[src/rtl/core/iira_pkg.sv]
// Shared codes for the indexed insert/remove array: request kinds, status codes, cell commands.
package iira_pkg;

   localparam int DefaultCapacity  = 16;
   localparam int DefaultDataWidth = 32;

   typedef enum logic [2:0] {
      KIND_PUSH   = 3'd0,
      KIND_POP    = 3'd1,
      KIND_INSERT = 3'd2,
      KIND_REMOVE = 3'd3,
      KIND_GET    = 3'd4,
      KIND_SET    = 3'd5,
      KIND_CLEAR  = 3'd6
   } kind_type;

   typedef enum logic [1:0] {
      ST_OK    = 2'd0,
      ST_FULL  = 2'd1,
      ST_RANGE = 2'd2,
      ST_EMPTY = 2'd3
   } status_type;

   typedef enum logic [2:0] {
      CMD_NONE,
      CMD_WRITE,
      CMD_INSERT,
      CMD_REMOVE,
      CMD_CLEAR
   } cell_cmd_type;

endpackage

[src/rtl/core/iira_cell.sv]
// One storage cell of the array: holds a word and takes it from a neighbor on shifts.
module iira_cell #(
   parameter int DATA_WIDTH = 32,
   parameter int CNT_W      = 5,
   parameter int IDX        = 0
) (
   input  logic                   clock,
   input  logic                   reset,
   input  iira_pkg::cell_cmd_type cmd,
   input  logic [CNT_W-1:0]       index,
   input  logic [CNT_W-1:0]       limit,
   input  logic [DATA_WIDTH-1:0]  word,
   input  logic [DATA_WIDTH-1:0]  left_word,
   input  logic [DATA_WIDTH-1:0]  right_word,
   output logic [DATA_WIDTH-1:0]  entry_word
);
   import iira_pkg::*;

   localparam logic [CNT_W-1:0] MyIdx   = CNT_W'(IDX);
   localparam logic [CNT_W-1:0] NextIdx = CNT_W'(IDX + 1);

   logic [DATA_WIDTH-1:0] entry_ff;
   logic [DATA_WIDTH-1:0] entry_in;

   always_comb begin
      entry_in = entry_ff;
      case (cmd)
         CMD_WRITE: begin
            if (MyIdx == index) entry_in = word;
         end
         CMD_INSERT: begin
            if (MyIdx == index) begin
               entry_in = word;
            end else if (MyIdx > index) begin
               entry_in = left_word;
            end
         end
         CMD_REMOVE: begin
            if (MyIdx >= index && NextIdx < limit) begin
               entry_in = right_word;
            end else if (NextIdx == limit) begin
               entry_in = '0;
            end
         end
         CMD_CLEAR: entry_in = '0;
         default:   entry_in = entry_ff;
      endcase
   end

   always_ff @(posedge clock) begin
      if (reset) begin
         entry_ff <= '0;
      end else begin
         entry_ff <= entry_in;
      end
   end

   assign entry_word = entry_ff;

endmodule

[src/rtl/core/indexed_insert_remove_array.sv]
// Top level of the indexed insert/remove array: request decode, fill count and result register.
//
// Each request word is decoded in the cycle it is accepted and every cell of the row updates at
// once for a push, pop, insert, remove, get, set or clear; a new request can be accepted in every
// cycle unless a stalled result holds it. The result word appears in the cycle after its request
// is accepted and sits in a single output register; the next request is accepted in the same cycle
// that register is emptied or while it is empty. The read path is one select across all cells.
module indexed_insert_remove_array #(
   parameter int CAPACITY   = iira_pkg::DefaultCapacity,
   parameter int DATA_WIDTH = iira_pkg::DefaultDataWidth,
   parameter int CNT_W      = $clog2(CAPACITY + 1)
) (
   input  logic                  clock,
   input  logic                  reset,
   input  logic                  req_valid,
   output logic                  req_stall,
   input  logic [2:0]            req_kind,
   input  logic [CNT_W-1:0]      req_position,
   input  logic [DATA_WIDTH-1:0] req_element_value,
   output logic                  rsp_valid,
   input  logic                  rsp_stall,
   output logic [DATA_WIDTH-1:0] rsp_read_value,
   output logic [1:0]            rsp_status,
   output logic [CNT_W-1:0]      rsp_fill_count,
   output logic                  rsp_is_empty
);
   import iira_pkg::*;

   localparam logic [CNT_W-1:0] FullCount = CNT_W'(CAPACITY);

   logic [CNT_W-1:0]      count_ff;
   logic [CNT_W-1:0]      count_in;
   logic                  rsp_valid_ff;
   logic                  rsp_valid_in;
   logic [DATA_WIDTH-1:0] rsp_read_ff;
   logic [1:0]            rsp_status_ff;
   logic [CNT_W-1:0]      rsp_count_ff;
   logic                  req_fire;
   cell_cmd_type          cmd;
   logic [CNT_W-1:0]      cmd_index;
   status_type            status;
   logic                  rd_en;
   logic [CNT_W-1:0]      rd_idx;
   logic [DATA_WIDTH-1:0] rd_word;
   logic [DATA_WIDTH-1:0] words [CAPACITY];

   assign req_stall = rsp_valid_ff && rsp_stall;
   assign req_fire  = req_valid && !req_stall;

   always_comb begin
      status    = ST_OK;
      cmd       = CMD_NONE;
      cmd_index = req_position;
      rd_en     = 1'b0;
      rd_idx    = req_position;
      count_in  = count_ff;
      unique case (kind_type'(req_kind))
         KIND_PUSH: begin
            if (count_ff == FullCount) begin
               status = ST_FULL;
            end else begin
               cmd       = CMD_WRITE;
               cmd_index = count_ff;
               count_in  = count_ff + 1'b1;
            end
         end
         KIND_POP: begin
            if (count_ff == '0) begin
               status = ST_EMPTY;
            end else begin
               rd_en    = 1'b1;
               rd_idx   = count_ff - 1'b1;
               count_in = count_ff - 1'b1;
            end
         end
         KIND_INSERT: begin
            if (req_position > count_ff) begin
               status = ST_RANGE;
            end else if (count_ff == FullCount) begin
               status = ST_FULL;
            end else begin
               cmd      = CMD_INSERT;
               count_in = count_ff + 1'b1;
            end
         end
         KIND_REMOVE: begin
            if (count_ff == '0) begin
               status = ST_EMPTY;
            end else if (req_position >= count_ff) begin
               status = ST_RANGE;
            end else begin
               cmd      = CMD_REMOVE;
               rd_en    = 1'b1;
               count_in = count_ff - 1'b1;
            end
         end
         KIND_GET: begin
            if (req_position >= count_ff) begin
               status = ST_RANGE;
            end else begin
               rd_en = 1'b1;
            end
         end
         KIND_SET: begin
            if (req_position >= count_ff) begin
               status = ST_RANGE;
            end else begin
               cmd = CMD_WRITE;
            end
         end
         KIND_CLEAR: begin
            cmd      = CMD_CLEAR;
            count_in = '0;
         end
         default: begin
            status = ST_OK;
         end
      endcase
      if (!req_fire) begin
         cmd      = CMD_NONE;
         count_in = count_ff;
      end
   end

   always_comb begin
      rd_word = '0;
      for (int i = 0; i < CAPACITY; i++) begin
         if (rd_en && rd_idx == CNT_W'(i)) rd_word = words[i];
      end
   end

   for (genvar g = 0; g < CAPACITY; g++) begin : gen_cell
      logic [DATA_WIDTH-1:0] left_word;
      logic [DATA_WIDTH-1:0] right_word;
      if (g == 0) begin : gen_first
         assign left_word = '0;
      end else begin : gen_inner_left
         assign left_word = words[g-1];
      end
      if (g == CAPACITY - 1) begin : gen_last
         assign right_word = '0;
      end else begin : gen_inner_right
         assign right_word = words[g+1];
      end
      iira_cell #(
         .DATA_WIDTH (DATA_WIDTH),
         .CNT_W      (CNT_W),
         .IDX        (g)
      ) u_cell (
         .clock      (clock),
         .reset      (reset),
         .cmd        (cmd),
         .index      (cmd_index),
         .limit      (count_ff),
         .word       (req_element_value),
         .left_word  (left_word),
         .right_word (right_word),
         .entry_word (words[g])
      );
   end

   always_comb begin
      rsp_valid_in = rsp_valid_ff;
      if (req_fire) begin
         rsp_valid_in = 1'b1;
      end else if (!rsp_stall) begin
         rsp_valid_in = 1'b0;
      end
   end

   always_ff @(posedge clock) begin
      if (reset) begin
         count_ff     <= '0;
         rsp_valid_ff <= 1'b0;
      end else begin
         count_ff     <= count_in;
         rsp_valid_ff <= rsp_valid_in;
      end
   end

   always_ff @(posedge clock) begin
      if (req_fire) begin
         rsp_read_ff   <= rd_word;
         rsp_status_ff <= status;
         rsp_count_ff  <= count_in;
      end
   end

   assign rsp_valid      = rsp_valid_ff;
   assign rsp_read_value = rsp_read_ff;
   assign rsp_status     = rsp_status_ff;
   assign rsp_fill_count = rsp_count_ff;
   assign rsp_is_empty   = (rsp_count_ff == '0);

   a_count_bound: assert property (@(posedge clock) disable iff (reset)
      count_ff <= FullCount)
      else $error("fill count exceeds capacity");

   a_push_grows: assert property (@(posedge clock) disable iff (reset)
      req_fire && req_kind == KIND_PUSH && count_ff != FullCount
      |=> count_ff == $past(count_ff) + 1'b1)
      else $error("accepted push did not grow the fill count");

   a_full_status: assert property (@(posedge clock) disable iff (reset)
      rsp_valid_ff && rsp_status_ff == ST_FULL |-> rsp_count_ff == FullCount)
      else $error("full status reported below capacity");

   a_rsp_count: assert property (@(posedge clock) disable iff (reset)
      req_fire |=> rsp_valid_ff && rsp_count_ff == count_ff)
      else $error("result fill count does not match stored count");

endmodule
[config.mk]
export PLATFORM = sky130hd
export DESIGN_NAME = indexed_insert_remove_array
export DESIGN_NICKNAME = d
export VERILOG_FILES = /design/src/rtl/core/iira_pkg.sv /design/src/rtl/core/iira_cell.sv /design/src/rtl/core/indexed_insert_remove_array.sv
export SDC_FILE = /design/constraint.sdc
export NUM_CORES = 2
export LEC_CHECK = 0
export CORE_MARGIN = 2
export CORE_UTILIZATION = 35
export DETAILED_ROUTE_END_ITERATION = 12
export DONT_BUFFER_PORTS = 1
export PLACE_DENSITY = 0.52
export SYNTH_ARGS = -nofsm -noshare
export SYNTH_HDL_FRONTEND = slang
export SYNTH_SLANG_ARGS = --single-unit
[constraint.sdc]
create_clock -name clock -period 5.3 [get_ports clock]
set_input_delay 1.06 -clock clock [delete_from_list [all_inputs] [get_ports clock]]
set_output_delay 1.06 -clock clock [all_outputs]
set_load 0.005 [all_outputs]
# [Word level (Yosys, flattened, before mapping)]
# Cells that the tools add are included.
[classes] add_sub_neg=2 magnitude_cmp=50 n_eq_ne=106 muxes=143 reduce_logical=58
[op_table] op="32-bit two-way mux" count=96
[op_table] op="32-bit one-hot mux with 4 select lines" count=16
[op_table] op="3-bit by 1-bit inequality test with 1-bit output (second input constant)" count=32
[op_table] op="4-bit by 5-bit equality test with 1-bit output (first input constant)" count=16
[op_table] op="4-bit AND reduction" count=16
[op_table] op="5-bit two-way mux" count=10
[op_table] op="3-bit by 5-bit equality test with 1-bit output (first input constant)" count=8
[op_table] op="5-bit by 4-bit equality test with 1-bit output (second input constant)" count=8
[op_table] op="4-bit by 5-bit >= comparator with 1-bit output (first input constant)" count=8
[op_table] op="4-bit by 5-bit greater-than comparator with 1-bit output (first input constant)" count=8
[op_table] op="4-bit by 5-bit less-than comparator with 1-bit output (first input constant)" count=8
[op_table] op="1-bit logical AND" count=34
[op_table] op="2-bit by 1-bit inequality test with 1-bit output (second input constant)" count=17
[op_table] op="5-bit one-hot mux with 5 select lines" count=1
[op_table] op="2-bit by 5-bit equality test with 1-bit output (first input constant)" count=4
[op_table] op="5-bit by 3-bit equality test with 1-bit output (second input constant)" count=4
[op_table] op="3-bit by 5-bit >= comparator with 1-bit output (first input constant)" count=4
[op_table] op="3-bit by 5-bit greater-than comparator with 1-bit output (first input constant)" count=4
[op_table] op="5-bit logical NOT" count=4
[op_table] op="3-bit by 5-bit less-than comparator with 1-bit output (first input constant)" count=4
[op_table] op="2-bit two-way mux" count=8
[op_table] op="3-bit one-hot mux with 5 select lines" count=1
[op_table] op="3-bit by 2-bit equality test with 1-bit output (second input constant)" count=4
[op_table] op="3-bit equality test (second input constant)" count=4
[op_table] op="other kinds (25)" count=40
[word_totals] ff_bits=557 in_bits=44 output_inout_bits=42

# [Logic depth before layout (Yosys ltp)]
[logic_depth] depth_word=21 ltp_mapped=16 depth_no_buf=11

# [Cells and area by module]
# From an unflattened synthesis, not the netlist that was laid out.
[hier_totals] cells_unflattened=5094 hier_area_um2=42455.7
[by_module_without_submodules] module="indexed_insert_remove_array" n_inst=1 cells_per_inst=867 area_each_um2=6438.7 seq_area_each_um2=1291.2
[by_module_without_submodules] module="iira_cell at gen_cell[10].u_cell" n_inst=1 cells_per_inst=314 area_each_um2=2785.2 seq_area_each_um2=640.6
[by_module_without_submodules] module="iira_cell at gen_cell[15].u_cell" n_inst=1 cells_per_inst=241 area_each_um2=2771.4 seq_area_each_um2=640.6
[by_module_without_submodules] module="iira_cell at gen_cell[7].u_cell" n_inst=1 cells_per_inst=354 area_each_um2=2632.5 seq_area_each_um2=640.6
[by_module_without_submodules] module="iira_cell at gen_cell[13].u_cell" n_inst=1 cells_per_inst=320 area_each_um2=2582.5 seq_area_each_um2=640.6
[by_module_without_submodules] module="iira_cell at gen_cell[0].u_cell" n_inst=1 cells_per_inst=312 area_each_um2=2493.6 seq_area_each_um2=640.6
[by_module_without_submodules] module="iira_cell at gen_cell[12].u_cell" n_inst=1 cells_per_inst=277 area_each_um2=2267.2 seq_area_each_um2=640.6
[by_module_without_submodules] module="iira_cell at gen_cell[9].u_cell" n_inst=1 cells_per_inst=270 area_each_um2=2205.9 seq_area_each_um2=640.6
[by_module_without_submodules] module="iira_cell at gen_cell[6].u_cell" n_inst=1 cells_per_inst=302 area_each_um2=2195.9 seq_area_each_um2=640.6
[by_module_without_submodules] module="iira_cell at gen_cell[11].u_cell" n_inst=1 cells_per_inst=245 area_each_um2=2162.1 seq_area_each_um2=640.6
[by_module_without_submodules] module="iira_cell at gen_cell[2].u_cell" n_inst=1 cells_per_inst=275 area_each_um2=2143.3 seq_area_each_um2=640.6
[by_module_without_submodules] module="iira_cell at gen_cell[8].u_cell" n_inst=1 cells_per_inst=273 area_each_um2=2040.7 seq_area_each_um2=640.6
[by_module_without_submodules] module="iira_cell at gen_cell[3].u_cell" n_inst=1 cells_per_inst=188 area_each_um2=2034.5 seq_area_each_um2=640.6
[by_module_without_submodules] module="iira_cell at gen_cell[14].u_cell" n_inst=1 cells_per_inst=209 area_each_um2=1979.4 seq_area_each_um2=640.6
[by_module_without_submodules] module="3 more rows"

# [Worst setup path before layout]
# OpenSTA, ideal clock, no wires.
[synth_path] path_type="input to register" startpoint="input port req_valid" endpoint="register gen_cell[12].u_cell.entry_ff[22]" setup_time_ps=86 t_arrival_ps=5209 t_required_ps=5214 setup_slack_ps=6 cell_stages=10 n_path_buf=3 path_cell_list="a21boi_1 nand3_1 a21oi_2 nand2b_1 buf_2 buf_2 nor3b_2 clkbuf_1 a222oi_1 a211oi_1"
[synth_via] elab_chain_len=5 word_cells_on_any_way=12 classes_between="eq/ne (7); mux (2); reduce/logical (3)"
[synth_rtl] item="start: declaration" line_no="indexed_insert_remove_array.sv:15" source="input logic req_valid,"
[synth_rtl] item="1-bit logical AND *" line_no="indexed_insert_remove_array.sv:48" source="assign req_fire = req_valid && !req_stall;"
[synth_rtl] item="3-bit two-way mux *" line_no="indexed_insert_remove_array.sv:119" source="if (!req_fire) begin"
[synth_rtl] item="3-bit by 2-bit equality test with 1-bit output (tied with other cells)" line_no="iira_cell.sv:27" source="case (cmd)"
[synth_rtl] item="3-bit by 1-bit inequality test with 1-bit output (no line) (tied with other cells)"
[synth_rtl] item="4-bit AND reduction (no line)"
[synth_rtl] item="end signal: assignment" line_no="iira_cell.sv:54" source="entry_ff <= entry_in;"
[synth_rtl] item="end: declaration" line_no="iira_cell.sv:22" source="logic [DATA_WIDTH-1:0] entry_ff;"
# Every way passes the cells marked *; elsewhere a longest branch is shown, timed or not.
# A chain may end at the register's enable or synchronous reset.

# [Worst setup path in the final report]
[layout_path] startpoint="register count_ff[0]" endpoint="register rsp_read_ff[24] (netlist: rsp_read_value[24]) (data pin)"
[layout_via] elab_chain_len=21 word_cells_on_any_way=57 classes_between="add/sub (1); order compare (1); eq/ne (15); mux (22); reduce/logical (18)"
[layout_rtl] item="start: declaration" line_no="indexed_insert_remove_array.sv:31" source="logic [CNT_W-1:0] count_ff;"
[layout_rtl] item="start signal: assignment" line_no="indexed_insert_remove_array.sv:176" source="count_ff <= count_in;"
[layout_rtl] item="5-bit by 1-bit subtractor with 5-bit output (tied with other cells)" line_no="indexed_insert_remove_array.sv:72" source="rd_idx = count_ff - 1'b1;"
[layout_rtl] item="5-bit two-way mux / 1-bit two-way mux (equally long branches)" line_no="indexed_insert_remove_array.sv:68, indexed_insert_remove_array.sv:89, indexed_insert_remove_array.sv:98"
[layout_rtl] item="5-bit two-way mux / 1-bit two-way mux (equally long branches)" line_no="indexed_insert_remove_array.sv:57, indexed_insert_remove_array.sv:87"
[layout_rtl] item="5-bit logical NOT / 1-bit one-hot mux with 3 select lines (equally long branches)" line_no="indexed_insert_remove_array.sv:128, indexed_insert_remove_array.sv:57"
[layout_rtl] item="1-bit logical AND" line_no="indexed_insert_remove_array.sv:128" source="if (rd_en && rd_idx == CNT_W'(i)) rd_word = words[i];"
[layout_rtl] item="32-bit two-way mux (15 in series)" line_no="indexed_insert_remove_array.sv:128"
[layout_rtl] item="32-bit two-way mux *" line_no="indexed_insert_remove_array.sv:128"
[layout_rtl] item="net rd_word[24]" line_no="indexed_insert_remove_array.sv:44" source="logic [DATA_WIDTH-1:0] rd_word;"
[layout_rtl] item="end signal: assignment" line_no="indexed_insert_remove_array.sv:183" source="rsp_read_ff <= rd_word;"
[layout_rtl] item="end: declaration" line_no="indexed_insert_remove_array.sv:35" source="logic [DATA_WIDTH-1:0] rsp_read_ff;"
# The timed path passes the listed nets; every way through them passes the cells marked *.

==> results.txt <==
Status = finished, violations left
Failing checks = DRC, slew limit
Setup WS post-layout = 0.459 ns
Starting density of the core = 35.3%
Most frequent cells in the layout = nor2_1, dfxtp_1, a222oi_1, a211oi_1, nand2_1
Max frequency = 207 MHz
Final setup violating endpoints = 0
Pleak = 11.1 nW
Inserted Clock Buffers = 68
Number of synthesized flops with an enable pin = 39
DR vias = 32844
Largest net degree at the start of global routing = 519
Worst EP arrival = 5.21 ns
Compound-Gate Fraction of Synth Area = 40.7%
Synth warn = 0
Synth async-reset ratio = 0%
Pwr/cell area = 316 mW/mm^2
Hpwl dp = 95700 um
Starting DRC count in detailed routing = 6439
Area grow syn2layout = 11.9%
Root buffer cell = clkbuf_16
CP max FO = 13
Top cell by count, worst path = nand2_1
Post-DRT Antenna Nets = 0
Gpl congestion = 0.938
Clk buf depth = 3
Die height = 300 um
Worst-Skew Late Latency = 0.64 ns
Nature of the critical path endpoint = flop
Initial antenna violation count = 1
Avg Cell Area, Syn = 8.37 um^2
Crit Path Category = reg -> reg
Slowest stage delay, CP = 0.58 ns
RSZ-0062 raised after global routing = no
Max VDD drop = 183 uV
CP cell instances = inv_1 > ha_1 > or4b_1 > nand2_1 > o21a_1 > nor2_1 > buf_4 > nand2_1 > nand2_1 > a221o_1 > a2111oi_0 > buf_4 > nor3_1
Share of cells above drive strength 1 = 10.4%
Rel. slew slack = -42.2%
Post-synthesis xor/xnor area fraction = 0.0856%
Post-Synth Adder-Cell Area = 0.408%
Setup_tns = 0 ns
PortBufs = 0
Row count = 108
CP startpoint kind = flop
Minimum clock period = 4.84 ns
Syn Std Cell Area = 0.0307 mm^2
WL final = 143000 um
Routed len/inst = 30.6 um
DRT Pass-1 Iters = 13
Clock transition at path regs = 0.06 ns
CTS sink count = 557
Slew Viols, Final = 299
DP Worst Slack = 0.466 ns
Cell count after synthesis = 3665
CP required = 5.67 ns
Fin. Hold Viols = 0
Slew @ Worst Pin = 2.13 ns
Simple-Gate Fraction of Synth Area = 15.1%
# nets final = 3520
Top Ports = 86
Mux share of post-synthesis cell area = 0.424%
Fin Clk Skew = 0.0398 ns
# resized after CTS = 0
First-pass GRT wire length = 212000 um
Drc violations = 3
Clock H-tree levels = 3
Register bit total from synthesis = 557
DIE WIDTH = 300 um
Post-Syn Nets = 3719
Final Cycle Share = 91.3%
Max stage delay cell, worst path = or4b_1
Combinational family with the most area after synthesis = compound AO/OA/AOI/OAI gates
Distinct cells, synth = 88
CTS tree = built
Die area = 0.0901 mm^2
Commonest non-fill, non-tap cell in the layout = nor2_1
Synth Flop Type = dfxtp_1
Core area = 0.0869 mm^2
GRT Total Usage = 30.5%
Max-cap viol count = 0
Global route total overflow = 0
Seq/Total Area, Yosys = 37.6%
CTS Hold Bufs = 0
Hold Path Class = reg -> reg
Setup Buffers After CTS = 0
Number of global-route vias before repair = 29468
Vias/cell = 7.02
-- worst paths after layout --
check,cells after the start,end,startpoint,slack [ns]
worst max-delay path,13,rsp_read_value[24],count_ff[0],0.46
worst max register to register,13,rsp_read_value[24],count_ff[0],0.46
worst min register to register,2,gen_cell[4].u_cell.entry_word[19],gen_cell[4].u_cell.entry_word[19],0.50
worst min-delay path,2,gen_cell[4].u_cell.entry_word[19],gen_cell[4].u_cell.entry_word[19],0.50
-- synthesized netlist by cell type (8+ instances only) --
library cell / instances / share of area [%]
a211oi_1: 387 / 9.5
a21oi_1: 143 / 2.3
a221o_1: 12 / 0.39
a221oi_1: 70 / 2.0
a222oi_1: 400 / 13
a22o_1: 8 / 0.23
a22oi_1: 134 / 3.3
a311oi_1: 71 / 2.0
a31oi_1: 14 / 0.29
a32oi_1: 11 / 0.31
and2_1: 21 / 0.43
buf_1: 10 / 0.12
buf_2: 50 / 0.82
clkbuf_1: 372 / 4.5
dfxtp_1: 518 / 34
edfxtp_1: 39 / 3.8
ha_1: 10 / 0.41
inv_1: 11 / 0.13
mux2i_1: 13 / 0.42
nand2_1: 276 / 3.4
nand2b_1: 12 / 0.24
nand3_1: 33 / 0.54
nor2_1: 587 / 7.2
nor2b_1: 9 / 0.18
nor3_1: 61 / 0.99
o21a_1: 9 / 0.22
o21ai_0: 80 / 1.3
o21ai_1: 18 / 0.29
o221ai_1: 40 / 1.1
o22a_1: 9 / 0.26
o22ai_1: 59 / 1.2
or2_0: 12 / 0.24
or2_2: 25 / 0.51
-- per-stage QoR --
| step | instances | total power, W | cell area [um^2] | utilization, % | hold WS, ns |
|---|---|---|---|---|---|
| global placement | 4551 | 0.00627 | 32200 | 37.1 | 0.482 |
| global route | 4675 | 0.0112 | 34400 | 39.5 | 0.500 |
| floorplan | 3665 | 0.00589 | 30700 | - | 0.458 |
| CTS | 4675 | 0.0109 | 34400 | 39.5 | 0.496 |
| finish | 4676 | 0.0109 | 34400 | 39.5 | 0.497 |
| detailed placement | 4551 | 0.00629 | 32200 | 37.1 | 0.486 |
-- critical path, delay by kind of cell, from the launching register on --
family | cells | cell delay [ns]
AO/OA/AOI/OAI | 3 | 1.27
adder cells (fa/ha/maj) | 1 | 0.37
buffers and inverters | 3 | 0.69
flip-flops | 1 | 0.31
AND/OR/NAND/NOR | 6 | 1.95
-- layer usage --
metal / global-route usage [%] / vias to the layer above / part of all wire [%]
li1: - / 14461 / -
met1: 44.7 / 15952 / 43
met2: 44.1 / 2186 / 42
met3: 7.27 / 245 / 12
met4: 8.75 / 0 / 2.6
met5: 0 / - / 0
-- power by group --
group	switching, W	internal [W]	leakage (nW)	total (W)
Combinational	0.000741	0.000522	5.41	0.00126
Clock	0.00199	0.00262	1.06	0.00461
Sequential	0.000417	0.00456	4.63	0.00498
Total	0.00315	0.00770	11.1	0.0109
-- cell families after synthesis --
family                   Yosys count
XOR/XNOR                           3
AO/OA/AOI/OAI                   1546
adder cells (fa/ha/maj)           10
flip-flops                       557
buffers and inverters            446
multiplexers                      13
AND/OR/NAND/NOR                 1090
-- registers in the layout, summed over array words and instances, names as in the netlist --
register                    count
rsp_read_value                 32
rsp_valid                       1
gen_cell.u_cell.entry_word    512
count_ff                        5
rsp_status                      2
rsp_fill_count                  5
-- cell type report --
| class | instances | area (um^2) |
|---|---|---|
| tap | 1155 | 1450 |
| inverter | 13 | 48.8 |
| multi-input combinational | 2662 | 17700 |
| antenna | 1 | 2.50 |
| sequential | 557 | 11500 |
| clock buffer | 99 | 1950 |
| clock inverter | 25 | 188 |
| timing repair buffer | 164 | 1490 |
| fill | 8696 | 52500 |
Power figures use the tool's default switching activity.
